File: config.mk
export PLATFORM = sky130hd
export DESIGN_NAME = api_frame_receiver_unit
export DESIGN_NICKNAME = d
export VERILOG_FILES = /design/src/hw/rtl/afr_pkg.sv /design/src/hw/rtl/afr_in_stage.sv /design/src/hw/rtl/afr_core.sv /design/src/hw/rtl/afr_out_reg.sv /design/src/hw/rtl/api_frame_receiver_unit.sv
export SDC_FILE = /design/constraint.sdc
export NUM_CORES = 1
export LEC_CHECK = 0
export ABC_AREA = 1
export ABC_CLOCK_PERIOD_IN_PS = 2300
export BUFFER_PORTS_ARGS = -buffer_cell sky130_fd_sc_hd__buf_2
export CAP_MARGIN = 10
export CORE_MARGIN = 2
export CORE_UTILIZATION = 52
export CTS_CLUSTER_DIAMETER = 30
export DETAILED_ROUTE_END_ITERATION = 12
export MAX_ROUTING_LAYER = met4
export PLACE_DENSITY = 0.76
export REMOVE_ABC_BUFFERS = 1
export SLEW_MARGIN = 25
export SYNTH_ARGS = -nofsm -noshare
export SYNTH_HDL_FRONTEND = slang
export SYNTH_SLANG_ARGS = --single-unit
File: constraint.sdc
create_clock -name i_clk -period 2.3 [get_ports i_clk]
set_clock_uncertainty 0.15 [all_clocks]
set_input_delay 0.23 -clock i_clk [delete_from_list [all_inputs] [get_ports i_clk]]
set_output_delay 0.23 -clock i_clk [all_outputs]
set_load 0.1 [all_outputs]
File: src/hw/rtl/afr_pkg.sv
package afr_pkg;

    // Input beat kinds (tuser on the slave side)
    localparam logic KIND_START = 1'b0;
    localparam logic KIND_BYTE  = 1'b1;

    // Result event codes (tuser on the master side)
    localparam logic [1:0] EV_PAYLOAD = 2'd0;
    localparam logic [1:0] EV_END     = 2'd1;
    localparam logic [1:0] EV_TIMEOUT = 2'd2;

    // Frame constants
    localparam logic [7:0] DELIM_BYTE  = 8'h7E;
    localparam logic [7:0] GOOD_SUM    = 8'hFF;
    localparam logic [7:0] LIMIT_RESET = 8'd30;

    // One input item as held in the input register
    typedef struct packed {
        logic       kind;
        logic [7:0] rx_byte;
    } t_item;

    // One result item
    typedef struct packed {
        logic [1:0] event_res;
        logic [7:0] payload_byte;
        logic [7:0] payload_index;
        logic       frame_good;
        logic [7:0] frame_length;
    } t_result;

endpackage

File: src/hw/rtl/afr_in_stage.sv
module afr_in_stage (
    input  logic           i_clk,
    input  logic           i_rst_n,
    input  logic           i_s_tvalid,
    output logic           o_s_tready,
    input  afr_pkg::t_item i_item,
    input  logic           i_advance,
    output logic           o_valid,
    output afr_pkg::t_item o_item
);

    logic           r_valid;
    afr_pkg::t_item r_item;

    // Register is free when empty or when its beat moves on this cycle
    assign o_s_tready = !r_valid || i_advance;

    // Control state
    always_ff @(posedge i_clk) begin
        if (!i_rst_n) begin
            r_valid <= 1'b0;
        end else if (o_s_tready) begin
            r_valid <= i_s_tvalid;
        end
    end

    // Payload, no reset
    always_ff @(posedge i_clk) begin
        if (o_s_tready) begin
            r_item <= i_item;
        end
    end

    assign o_valid = r_valid;
    assign o_item  = r_item;

endmodule

File: src/hw/rtl/afr_core.sv
module afr_core (
    input  logic             i_clk,
    input  logic             i_rst_n,
    input  logic             i_cfg_wr_en,
    input  logic [7:0]       i_cfg_wr_data,
    input  logic             i_fire,
    input  afr_pkg::t_item   i_item,
    output logic             o_res_valid,
    output afr_pkg::t_result o_res
);

    typedef enum logic [2:0] {
        PH_IDLE    = 3'd0,
        PH_HUNT    = 3'd1,
        PH_LEN_HI  = 3'd2,
        PH_LEN_LO  = 3'd3,
        PH_PAYLOAD = 3'd4,
        PH_CHECK   = 3'd5
    } t_phase;

    t_phase     r_phase, n_phase;
    logic [7:0] r_hunt_limit;
    logic [7:0] r_hunt_count, n_hunt_count;
    logic [7:0] r_payload_length, n_payload_length;
    logic [7:0] r_byte_position, n_byte_position;
    logic [7:0] r_running_sum, n_running_sum;
    logic [7:0] sum_plus;
    logic [7:0] pos_plus;

    assign sum_plus = r_running_sum + i_item.rx_byte;
    assign pos_plus = r_byte_position + 8'd1;

    // Next state and result for the beat in the input register
    always_comb begin
        n_phase          = r_phase;
        n_hunt_count     = r_hunt_count;
        n_payload_length = r_payload_length;
        n_byte_position  = r_byte_position;
        n_running_sum    = r_running_sum;
        o_res_valid      = 1'b0;
        o_res            = '0;

        if (i_fire) begin
            if (i_item.kind == afr_pkg::KIND_START) begin
                // start is ignored during an attempt
                if (r_phase == PH_IDLE) begin
                    n_hunt_count    = '0;
                    n_running_sum   = '0;
                    n_byte_position = '0;
                    n_phase         = PH_HUNT;
                end
            end else begin
                case (r_phase)
                    PH_HUNT: begin
                        if (r_hunt_count >= r_hunt_limit) begin
                            // timeout, or delimiter refused at the limit
                            n_phase         = PH_IDLE;
                            o_res_valid     = 1'b1;
                            o_res.event_res = afr_pkg::EV_TIMEOUT;
                        end else if (i_item.rx_byte == afr_pkg::DELIM_BYTE) begin
                            n_phase = PH_LEN_HI;
                        end else begin
                            n_hunt_count = r_hunt_count + 8'd1;
                        end
                    end
                    PH_LEN_HI: begin
                        n_phase = PH_LEN_LO;
                    end
                    PH_LEN_LO: begin
                        n_payload_length = i_item.rx_byte;
                        n_byte_position  = '0;
                        n_phase = (i_item.rx_byte == 8'd0) ? PH_CHECK : PH_PAYLOAD;
                    end
                    PH_PAYLOAD: begin
                        o_res_valid         = 1'b1;
                        o_res.event_res     = afr_pkg::EV_PAYLOAD;
                        o_res.payload_byte  = i_item.rx_byte;
                        o_res.payload_index = r_byte_position;
                        o_res.frame_length  = r_payload_length;
                        n_running_sum       = sum_plus;
                        n_byte_position     = pos_plus;
                        if (pos_plus >= r_payload_length) begin
                            n_phase = PH_CHECK;
                        end
                    end
                    PH_CHECK: begin
                        n_running_sum      = sum_plus;
                        n_phase            = PH_IDLE;
                        o_res_valid        = 1'b1;
                        o_res.event_res    = afr_pkg::EV_END;
                        o_res.frame_good   = (sum_plus == afr_pkg::GOOD_SUM);
                        o_res.frame_length = r_payload_length;
                    end
                    default: begin
                        // idle: stray bytes are dropped
                        n_phase = PH_IDLE;
                    end
                endcase
            end
        end
    end

    // State registers
    always_ff @(posedge i_clk) begin
        if (!i_rst_n) begin
            r_phase          <= PH_IDLE;
            r_hunt_limit     <= afr_pkg::LIMIT_RESET;
            r_hunt_count     <= '0;
            r_payload_length <= '0;
            r_byte_position  <= '0;
            r_running_sum    <= '0;
        end else begin
            r_phase          <= n_phase;
            r_hunt_count     <= n_hunt_count;
            r_payload_length <= n_payload_length;
            r_byte_position  <= n_byte_position;
            r_running_sum    <= n_running_sum;
            if (i_cfg_wr_en) begin
                r_hunt_limit <= i_cfg_wr_data;
            end
        end
    end

endmodule

File: src/hw/rtl/afr_out_reg.sv
module afr_out_reg (
    input  logic             i_clk,
    input  logic             i_rst_n,
    input  logic             i_res_valid,
    input  afr_pkg::t_result i_res,
    output logic             o_advance,
    output logic             o_m_tvalid,
    input  logic             i_m_tready,
    output afr_pkg::t_result o_res
);

    logic             r_valid;
    afr_pkg::t_result r_res;

    // Loadable when empty or when the held beat is taken now
    assign o_advance = !r_valid || i_m_tready;

    always_ff @(posedge i_clk) begin
        if (!i_rst_n) begin
            r_valid <= 1'b0;
        end else if (o_advance) begin
            r_valid <= i_res_valid;
        end
    end

    always_ff @(posedge i_clk) begin
        if (o_advance) begin
            r_res <= i_res;
        end
    end

    assign o_m_tvalid = r_valid;
    assign o_res      = r_res;

endmodule

File: src/hw/rtl/api_frame_receiver_unit.sv
// An accepted input beat waits in the input register; its result goes to the result
// register. The two set the pace: one input beat per cycle unless the master stalls.
// A beat that causes no result only updates the frame state.
// Reset (i_rst_n low, synchronous): both registers empty, phase idle,
// counters and checksum cleared, hunt limit back to 30.
module api_frame_receiver_unit (
    input  logic        i_clk,
    input  logic        i_rst_n,
    // configuration: hunt limit
    input  logic        i_cfg_wr_en,
    input  logic [7:0]  i_cfg_wr_data,
    // slave side
    input  logic        i_s_tvalid,
    output logic        o_s_tready,
    input  logic [7:0]  i_s_tdata,  // [7:0] rx_byte
    input  logic        i_s_tuser,  // [0] kind
    // master side
    output logic        o_m_tvalid,
    input  logic        i_m_tready,
    output logic [31:0] o_m_tdata,  // [7:0] payload_byte, [15:8] payload_index,
                                    // [16] frame_good, [24:17] frame_length, rest 0
    output logic [1:0]  o_m_tuser   // [1:0] event_res
);

    afr_pkg::t_item   s_item;
    afr_pkg::t_item   in_item;
    afr_pkg::t_result core_res;
    afr_pkg::t_result out_res;
    logic             in_valid;
    logic             advance;
    logic             fire;
    logic             res_valid;

    assign s_item.kind    = i_s_tuser;
    assign s_item.rx_byte = i_s_tdata;

    afr_in_stage u_in_stage (
        .i_clk      (i_clk),
        .i_rst_n    (i_rst_n),
        .i_s_tvalid (i_s_tvalid),
        .o_s_tready (o_s_tready),
        .i_item     (s_item),
        .i_advance  (advance),
        .o_valid    (in_valid),
        .o_item     (in_item)
    );

    // Held beat is processed when the result register can load
    assign fire = in_valid && advance;

    afr_core u_core (
        .i_clk         (i_clk),
        .i_rst_n       (i_rst_n),
        .i_cfg_wr_en   (i_cfg_wr_en),
        .i_cfg_wr_data (i_cfg_wr_data),
        .i_fire        (fire),
        .i_item        (in_item),
        .o_res_valid   (res_valid),
        .o_res         (core_res)
    );

    afr_out_reg u_out_reg (
        .i_clk       (i_clk),
        .i_rst_n     (i_rst_n),
        .i_res_valid (res_valid),
        .i_res       (core_res),
        .o_advance   (advance),
        .o_m_tvalid  (o_m_tvalid),
        .i_m_tready  (i_m_tready),
        .o_res       (out_res)
    );

    // Pack result fields onto the bus
    assign o_m_tuser = out_res.event_res;
    assign o_m_tdata = {7'd0, out_res.frame_length, out_res.frame_good,
                        out_res.payload_index, out_res.payload_byte};

endmodule

# Word-level counts from Yosys, hierarchy flattened
# Cells that the tools add are included.
totals:
  ff_bits: 81
  inputBits: 22
  output_inout_bits: 36
  elab_cells: 74
classes:
  addsub: 3
  order_cmp: 2
  eq_ne: 14
  n_mux: 22
  reduce_logical: 18
ops:
  columns: ["cell", "n"]
  rows:
  - ["8-bit 2-to-1 mux", 8]
  - ["3-bit AND reduction", 6]
  - ["8-bit by 1-bit adder with 8-bit output, second input constant", 2]
  - ["8-bit >= comparator", 2]
  - ["8-bit one-hot mux with 2 select lines", 1]
  - ["3-bit 2-to-1 mux", 5]
  - ["3-bit one-hot mux with 4 select lines", 1]
  - ["8-bit adder", 1]
  - ["8-bit by 7-bit == test with 1-bit output, second input constant", 1]
  - ["8-bit == test, second input constant", 1]
  - ["8-bit logical NOT", 1]
  - ["3-bit by 2-bit == test with 1-bit output, second input constant", 2]
  - ["3-bit == test, second input constant", 2]
  - ["2-bit inequality test, second input constant", 3]
  - ["5-bit AND reduction", 1]
  - ["1-bit 2-to-1 mux", 4]
  - ["4-bit by 2-bit inequality test with 1-bit output, second input constant", 1]
  - ["2-bit one-hot mux with 2 select lines", 1]
  - ["4-bit AND reduction", 1]
  - ["3-bit by 1-bit == test with 1-bit output, second input constant", 1]
  - ["3-bit logical NOT", 1]
  - ["3-bit by 1-bit inequality test with 1-bit output, second input constant", 1]
  - ["3-bit by 2-bit inequality test with 1-bit output, second input constant", 1]
  - ["1-bit logical NOT", 2]
  - ["8 further kinds", 9]

# Logic depth before layout (Yosys ltp)
# Gate-level depths: netlist of the first run.
depth:
  depth_word: 5
  ltp_mapped: 15
  ltp_nobuf: 15

# By module
# From an unflattened synthesis of the first run, not the netlist that was laid out.
hier_totals:
  hier_cells: 509
  area_unflattened_um2: 4291.6
modules_own_cells:
  columns: ["module", "n_inst", "cells_each", "area_per_inst_um2", "seq_area_each_um2"]
  rows:
  - ["afr_core", 1, 451, 3054.2, 860.8]
  - ["afr_out_reg", 1, 33, 857.1, 830.8]
  - ["afr_in_stage", 1, 15, 316.6, 290.3]
  - ["api_frame_receiver_unit", 1, 10, 63.8, 0.0]

# Least setup slack after synthesis of the first run
# No wires, ideal clock.
synth_path:
  path_kind: "flip-flop to flip-flop"
  start: "register u_out_reg.r_valid, in the netlist u_out_reg.o_m_tvalid"
  end: "register u_in_stage.r_item (netlist bit u_in_stage.o_item[0]), enable pin"
  setup_time_ps: 541
  t_arrival_ps: 1895
  t_required_ps: 1609
  setup_slack_ps: -286
  path_stages_with_launch: 4
  n_path_buf: 0
  period_less_slack_ps: 2586
  path_cell_list: "dfxtp_1 -> inv_1 -> nor2_1 -> nand2_1"
synth_between:
  elab_chain_cells: 3
synth_rtl:
  columns: ["element", "line", "text"]
  rows:
  - ["from (decl)", "afr_out_reg.sv:12", "logic r_valid;"]
  - ["from (signal assigned)", "afr_out_reg.sv:22", "r_valid <= i_res_valid;"]
  - ["1-bit logical NOT", "afr_out_reg.sv:16", "assign o_advance = !r_valid || i_m_tready;"]
  - ["1-bit logical OR", "afr_out_reg.sv:16", null]
  - ["1-bit logical OR", "afr_in_stage.sv:16", "assign o_s_tready = !r_valid || i_advance;"]
  - ["net o_s_tready", "api_frame_receiver_unit.sv:14", "output logic o_s_tready,"]
  - ["to (signal assigned)", "afr_in_stage.sv:30", "r_item <= i_item;"]
  - ["to (decl)", "afr_in_stage.sv:13", "afr_pkg::t_item r_item;"]
# The timed path passes the listed nets, and every way through them passes these cells.
# A chain may end at the register's enable or synchronous reset.

# Worst setup path in the final report of the first run
layout_path:
  start: "register u_core.r_byte_position[2]"
  end: "register u_core.r_phase[2]"
layout_between:
  elab_chain_cells: 4
layout_rtl:
  columns: ["element", "line", "text"]
  rows:
  - ["from (decl)", "afr_core.sv:25", "logic [7:0] r_byte_position, n_byte_position;"]
  - ["from (signal assigned)", "afr_core.sv:116", "r_byte_position <= n_byte_position;"]
  - ["8-bit by 1-bit adder with 8-bit output", "afr_core.sv:31", "assign pos_plus = r_byte_position + 8'd1;"]
  - ["8-bit >= comparator", "afr_core.sv:82", "if (pos_plus >= r_payload_length) begin"]
  - ["3-bit by 2-bit inequality test with 1-bit output (no line)", null, null]
  - ["4-bit AND reduction (no line)", null, null]
  - ["to (signal assigned)", "afr_core.sv:113", "r_phase <= n_phase;"]
  - ["to (decl)", "afr_core.sv:21", "t_phase r_phase, n_phase;"]
# Every way passes these cells.

==> results of run 1 <==
## through the flow
step	setup TNS (ns)	hold WS (ns)	cell area, sq um
3_3_place_gp	-0.0447	0.258	4460
2_1_floorplan	-4.19	0.179	4030
5_1_grt	-0.677	0.0372	4970
3_5_place_dp	-0.496	0.258	4460
4_1_cts	0	0.0140	4920
6_report	-0.136	0.0182	4970
## worst max path at each step
stage	startpoint	endpoint	cells past startpoint
floorplan	u_out_reg.o_m_tvalid	u_in_stage.o_item[0]	3
CTS	u_core.r_byte_position[2]	u_core.r_phase[2]	14
global placement	u_core.r_byte_position[1]	u_core.r_phase[0]	13
global route	u_core.r_byte_position[0]	u_core.r_phase[0]	13
detailed placement	u_core.r_byte_position[0]	u_core.r_phase[0]	13
finish	u_core.r_byte_position[2]	u_core.r_phase[2]	13
## registers in the layout, indices dropped and copies added, names as in the netlist
signal / count
u_core.r_payload_length: 8
u_core.r_hunt_limit: 8
u_out_reg.o_m_tvalid: 1
u_core.r_phase: 3
u_core.r_byte_position: 8
u_core.r_hunt_count: 8
u_core.r_running_sum: 8
u_in_stage.o_item: 9
u_out_reg.o_res: 27
u_in_stage.o_valid: 1
## cells in the final DEF, fill, tap and decap left out, drive strengths merged, types with 18 or more instances in the layout
master,instances
inv,64
dfxtp,45
o21ai,18
nand3,27
edfxtp,36
nor2,59
nand2,86
ha,25
a21oi,49
buf,63
## critical path, delay by kind of cell (launching register included)
kind            cells  cell delay (ns)
simple gates       11             1.33
flops               1             0.38
fa+ha+maj           1             0.28
compound gates      1             0.15
## report_power, final
part           leakage, nW  switching (mW)  internal [mW]
clock network       0.0945           0.525          0.499
logic                 1.41           0.247          0.109
registers            0.796          0.0302           1.53
total                 2.30           0.802           2.14
## what timing repair did
action                                 4_1_cts  5_1_grt
hold buffers                                17        0
endpoints found under the hold margin       17        0
setup buffers                                4        1
pin swaps                                    7       10
gates resized for setup                     13       11
gates cloned                                 0        0
setup endpoints to repair                    3        3
## cell type report
type	instances	area [sq um]
Clock buffer	9	124
Multi-Input combinational cell	316	1890
Fill cell	632	2760
Tap cell	102	128
Timing Repair Buffer	80	518
Inverter	65	244
Sequential cell	81	1990
Clock inverter	7	71.3
## kinds of logic after synthesis
family	synth area share, %
xor gates and xnor gates	2.97
and+or+nand+nor	21.9
buffers and inverters	8.99
AOI/OAI and AO/OA	9.99
adders and majority gates	8.06
DFF	48.0
other	0.0908
## metal layers
metal,up-vias,part of all wire [%],global-route usage (%)
met5,-,0,-
met4,0,2.5,9.19
met3,17,4.1,3.46
met2,88,51,36.5
met1,1591,43,24.6
li1,1704,-,-
==> results.cfg, run 1 <==
[pwr]
ir_worst_vdd_mv = 0.301
p_total_mw = 2.94
power_density_mw_per_mm2 = 591
power.static_leakage_nw = 2.30

[hold_path]
min_from = i_cfg_wr_data[6]
min_path_cells = 3
hold_path_end = u_core.r_hunt_limit[6]
worstHoldPathType = in2reg

[placement]
hpwl_um = 5960
pre_cts_ws_ns = -0.193
place_congestion = 0.944
place_inst = 622
numPortBuffers = 50

[timing]
setup_viol = 3
finalHoldViolCount = 0
slew_viol_final = 0
finalCriticalPeriod_ns = 2.36
relSlewSlack_pct = 36.8
setup_slack_ns = -0.0638
max_freq_mhz = 423
rsz0062_at_grt = yes
tightest_slew_ns = 0.942
post-route-period-util_pct = 103

[route]
wl_um = 8560
vias = 3400
drt_iter0_markers = 192
avgRoutedWirePerCell_um = 13.0
routed_via_density = 5.15
drtAntennaViolNets = 0
drc_errors = 0
drtPass1Iterations = 4

[synth]
synth_area_leaders = edfxtp_1, dfxtp_1, ha_1
synth_seq_cells = 81
ys_seq_area_share_pct = 48.0
synth_edf_count = 36
synth_top_cell_area_share_pct = 26.2
yosysWarningCount = 0
ys_types = 38
async_reset_ff_share_pct = 0
synth_area_sq_mm = 0.00413
ys.flop_type = dfxtp_1
yosysTopAreaCell = edfxtp_1
synth.avg_cell_area_sq_um = 8.73
synth.most_common_cell = nand2_1
netlist_instances = 473
synth_top_cells_by_count = nand2_1, inv_1, a21oi_1, dfxtp_1, nor2_1

[die]
die_w_um = 93.1
ios = 58
rows = 32
initial_core_util_pct = 53.5
dieArea_sq_mm = 0.00867
die_height_um = 93.1
core_sq_mm = 0.00773

[clock_network]
cts_tree = built
insertion_delay_ns = 0.35
clock_sinks = 81
clkTransAtPathRegs_ns = 0.09
cts_buffer_depth = 2
h-tree-depth = 3
cts_root_buf = clkbuf_8
numCtsBuffers = 9

[setup_path]
setup.worst_path.start_class = register
slowest_delay_ns = 0.38
reg2reg_to = u_core.r_phase[2]
crit_slowest_cell = dfxtp_2
rrSetupSlack_ns = -0.06
cp_common_cell = nand4_1
critical_path_class = reg2reg
critical_path.cell_chain = nand3_4 > nor2_4 > nand4_1 > or2_0 > and2_4 > ha_4 > nand2_4 > nor2_4 > nand4_1 > nand4_1 > nand3_2 > a21oi_1 > nor2_1
cp.required_ns = 2.40
r2r_start = u_core.r_byte_position[2]
rr_worst_depth = 13
cp-end-kind = register
crit_path_max_fanout = 5
worstPathArrival_ns = 2.46

[outcome]
status = complete, but fails checks
violations = setup timing

[cells_and_area]
drive_gt1_share_pct = 21.9
final_core_util_pct = 64.3
antenna-diode-count = 0
fin_cells = 660
area_growth_pct = 20.3
layout.nets = 601

[grt]
grt-ovfl-total = 0
grt_max_degree = 31
grt_pass1_wl_um = 14200
antenna_found_initial = 0
grt_usage_pct = 21.2
grt_pass1_vias = 3291

[flow_run]
max_cap_violations = 0
Power figures use the tool's default switching activity.
==> run 2: changes to the inputs <==
ABC_CLOCK_PERIOD_IN_PS = 2700   (was 2300)
CORE_UTILIZATION = 57   (was 52)
PLACE_DENSITY = 0.79   (was 0.76)
clock period = 2.7 ns   (was 2.3 ns; I/O delays follow)
==> results.cfg, run 2 (synthesis results as in run 1) <==
[outcome]
status = complete, no violations

[clock_network]
h-tree-depth = 3
insertion_delay_ns = 0.36
clock_sinks = 81
clkTransAtPathRegs_ns = 0.08
cts_root_buf = clkbuf_8
cts_tree = built
numCtsBuffers = 9
cts_buffer_depth = 2

[placement]
placed_area_sq_mm = 0.00442
hpwl_um = 5730
numPortBuffers = 50
place_congestion = 0.924
pre_cts_ws_ns = 0.118

[route]
drt_iter0_markers = 192
vias = 3310
routed_via_density = 5.15
drtAntennaViolNets = 0
avgRoutedWirePerCell_um = 12.5
wl_um = 8060
drc_errors = 0
drtPass1Iterations = 5

[setup_path]
cp.required_ns = 2.84
setup.worst_path.start_class = register
critical_path_class = reg2reg
worstPathArrival_ns = 2.65
crit_path_max_fanout = 5
cp-end-kind = register
rrSetupSlack_ns = 0.19
reg2reg_to = u_core.r_phase[2]
r2r_start = u_core.r_byte_position[1]
rr_worst_depth = 14

[timing]
slew_viol_final = 0
finalCriticalPeriod_ns = 2.51
max_freq_mhz = 399
finalHoldViolCount = 0
tightest_slew_ns = 0.918
relSlewSlack_pct = 38.4
post-route-period-util_pct = 92.8
setup_viol = 0
setup_slack_ns = 0.193

[grt]
grt_pass1_vias = 2985
grt_max_degree = 31
grt_usage_pct = 21.8
antenna_found_initial = 0
grt_pass1_wl_um = 13000
grt-ovfl-total = 0

[hold_path]
min_path_cells = 3
min_from = i_s_tvalid
worstHoldPathType = in2reg
hold_path_end = u_in_stage.o_valid

[die]
rows = 31
dieArea_sq_mm = 0.00795
core_sq_mm = 0.00714
die_w_um = 89.1
initial_core_util_pct = 57.9
ios = 58
die_height_um = 89.1

[cells_and_area]
fin_area_sq_mm = 0.00477
largest_reg_flops = 27
final_cell_mix = nand2_1, inv_1, buf_2
drive_gt1_share_pct = 18.9
layout_commonest_cell = nand2_1
area_growth_pct = 15.6
layout.nets = 587
antenna-diode-count = 0
fill_cells = 616

[flow_run]
max_cap_violations = 0

[pwr]
ir_worst_vdd_mv = 0.306
power.static_leakage_nw = 2.21
power_density_mw_per_mm2 = 520
## run 2: cell types whose count changed in the layout (fill, tap and decap cells not counted), sizes merged
cell / before / now
buf: 63 / 52
dlygate4sd3: 17 / 14
clkinv: 6 / 5
clkinvlp: 1 / 2
## run 2: final cells by class
type	instances	area, sq um	area share [%]
flip-flops and latches	81	1990	41.6
clock inverters	7	71.3	1.49
inverters	65	244	5.11
clock buffers	9	124	2.59
repair buffers	66	405	8.49
well taps	99	124	2.59
multi-input cells	316	1820	38.1
## run 2: metrics by stage
step                setup TNS [ns]  cells  hold slack, ns  utilization [%]  power [mW]
floorplan                        0    462           0.219                -        1.56
global placement                 0    613           0.298             61.9        1.61
detailed placement               0    613           0.298             61.9        1.62
CTS                              0    643         0.00106             66.6        2.49
global route               -0.0737    643         0.00993             66.9        2.58
finish                           0    643         0.00516             66.9        2.49
## run 2: layer usage
layer | vias up | wire length (um) | GRT usage [%]
met4 | 0 | 178 | 9.77
met2 | 103 | 4040 | 37.1
met1 | 1515 | 3480 | 25.5
met5 | - | 0 | -
met3 | 18 | 369 | 3.32
li1 | 1674 | - | -
## run 2: repair_timing
item | in CTS | in global routing
resized for setup | 0 | 8
setup endpoints to repair | 0 | 3
setup buffers | 0 | 0
hold buffers | 14 | 0
endpoints found under the hold margin | 14 | 0
## run 2: worst max path at each step
stage,from,endpoint,slack (ns),cells past startpoint
2_1_floorplan,u_out_reg.o_m_tvalid,u_in_stage.o_item[0],0.11,3
3_3_place_gp,u_core.r_byte_position[2],u_core.r_phase[0],0.28,13
3_5_place_dp,u_core.r_byte_position[2],u_core.r_phase[0],0.12,13
4_1_cts,u_core.r_byte_position[2],u_core.r_phase[0],0.07,13
5_1_grt,u_core.r_byte_position[1],u_core.r_phase[0],-0.03,14
6_report,u_core.r_byte_position[1],u_core.r_phase[2],0.19,14
## run 2: critical path, stage by stage (launching register included)
cell     delay (ns)
dfxtp_1        0.40
nand3_2        0.14
nor2_2         0.12
nand4_1        0.10
or2_0          0.22
and2_1         0.17
ha_1           0.30
nand2_1        0.09
nor2_2         0.13
nand4_1        0.09
nand4_1        0.14
nand3_2        0.15
nand2_1        0.10
nand2_1        0.06
nor2_1         0.10
## run 2: power breakdown
group,internal (mW),switching [mW]
registers,1.30,0.0249
clock network,0.425,0.445
logic,0.0838,0.204
total,1.81,0.674
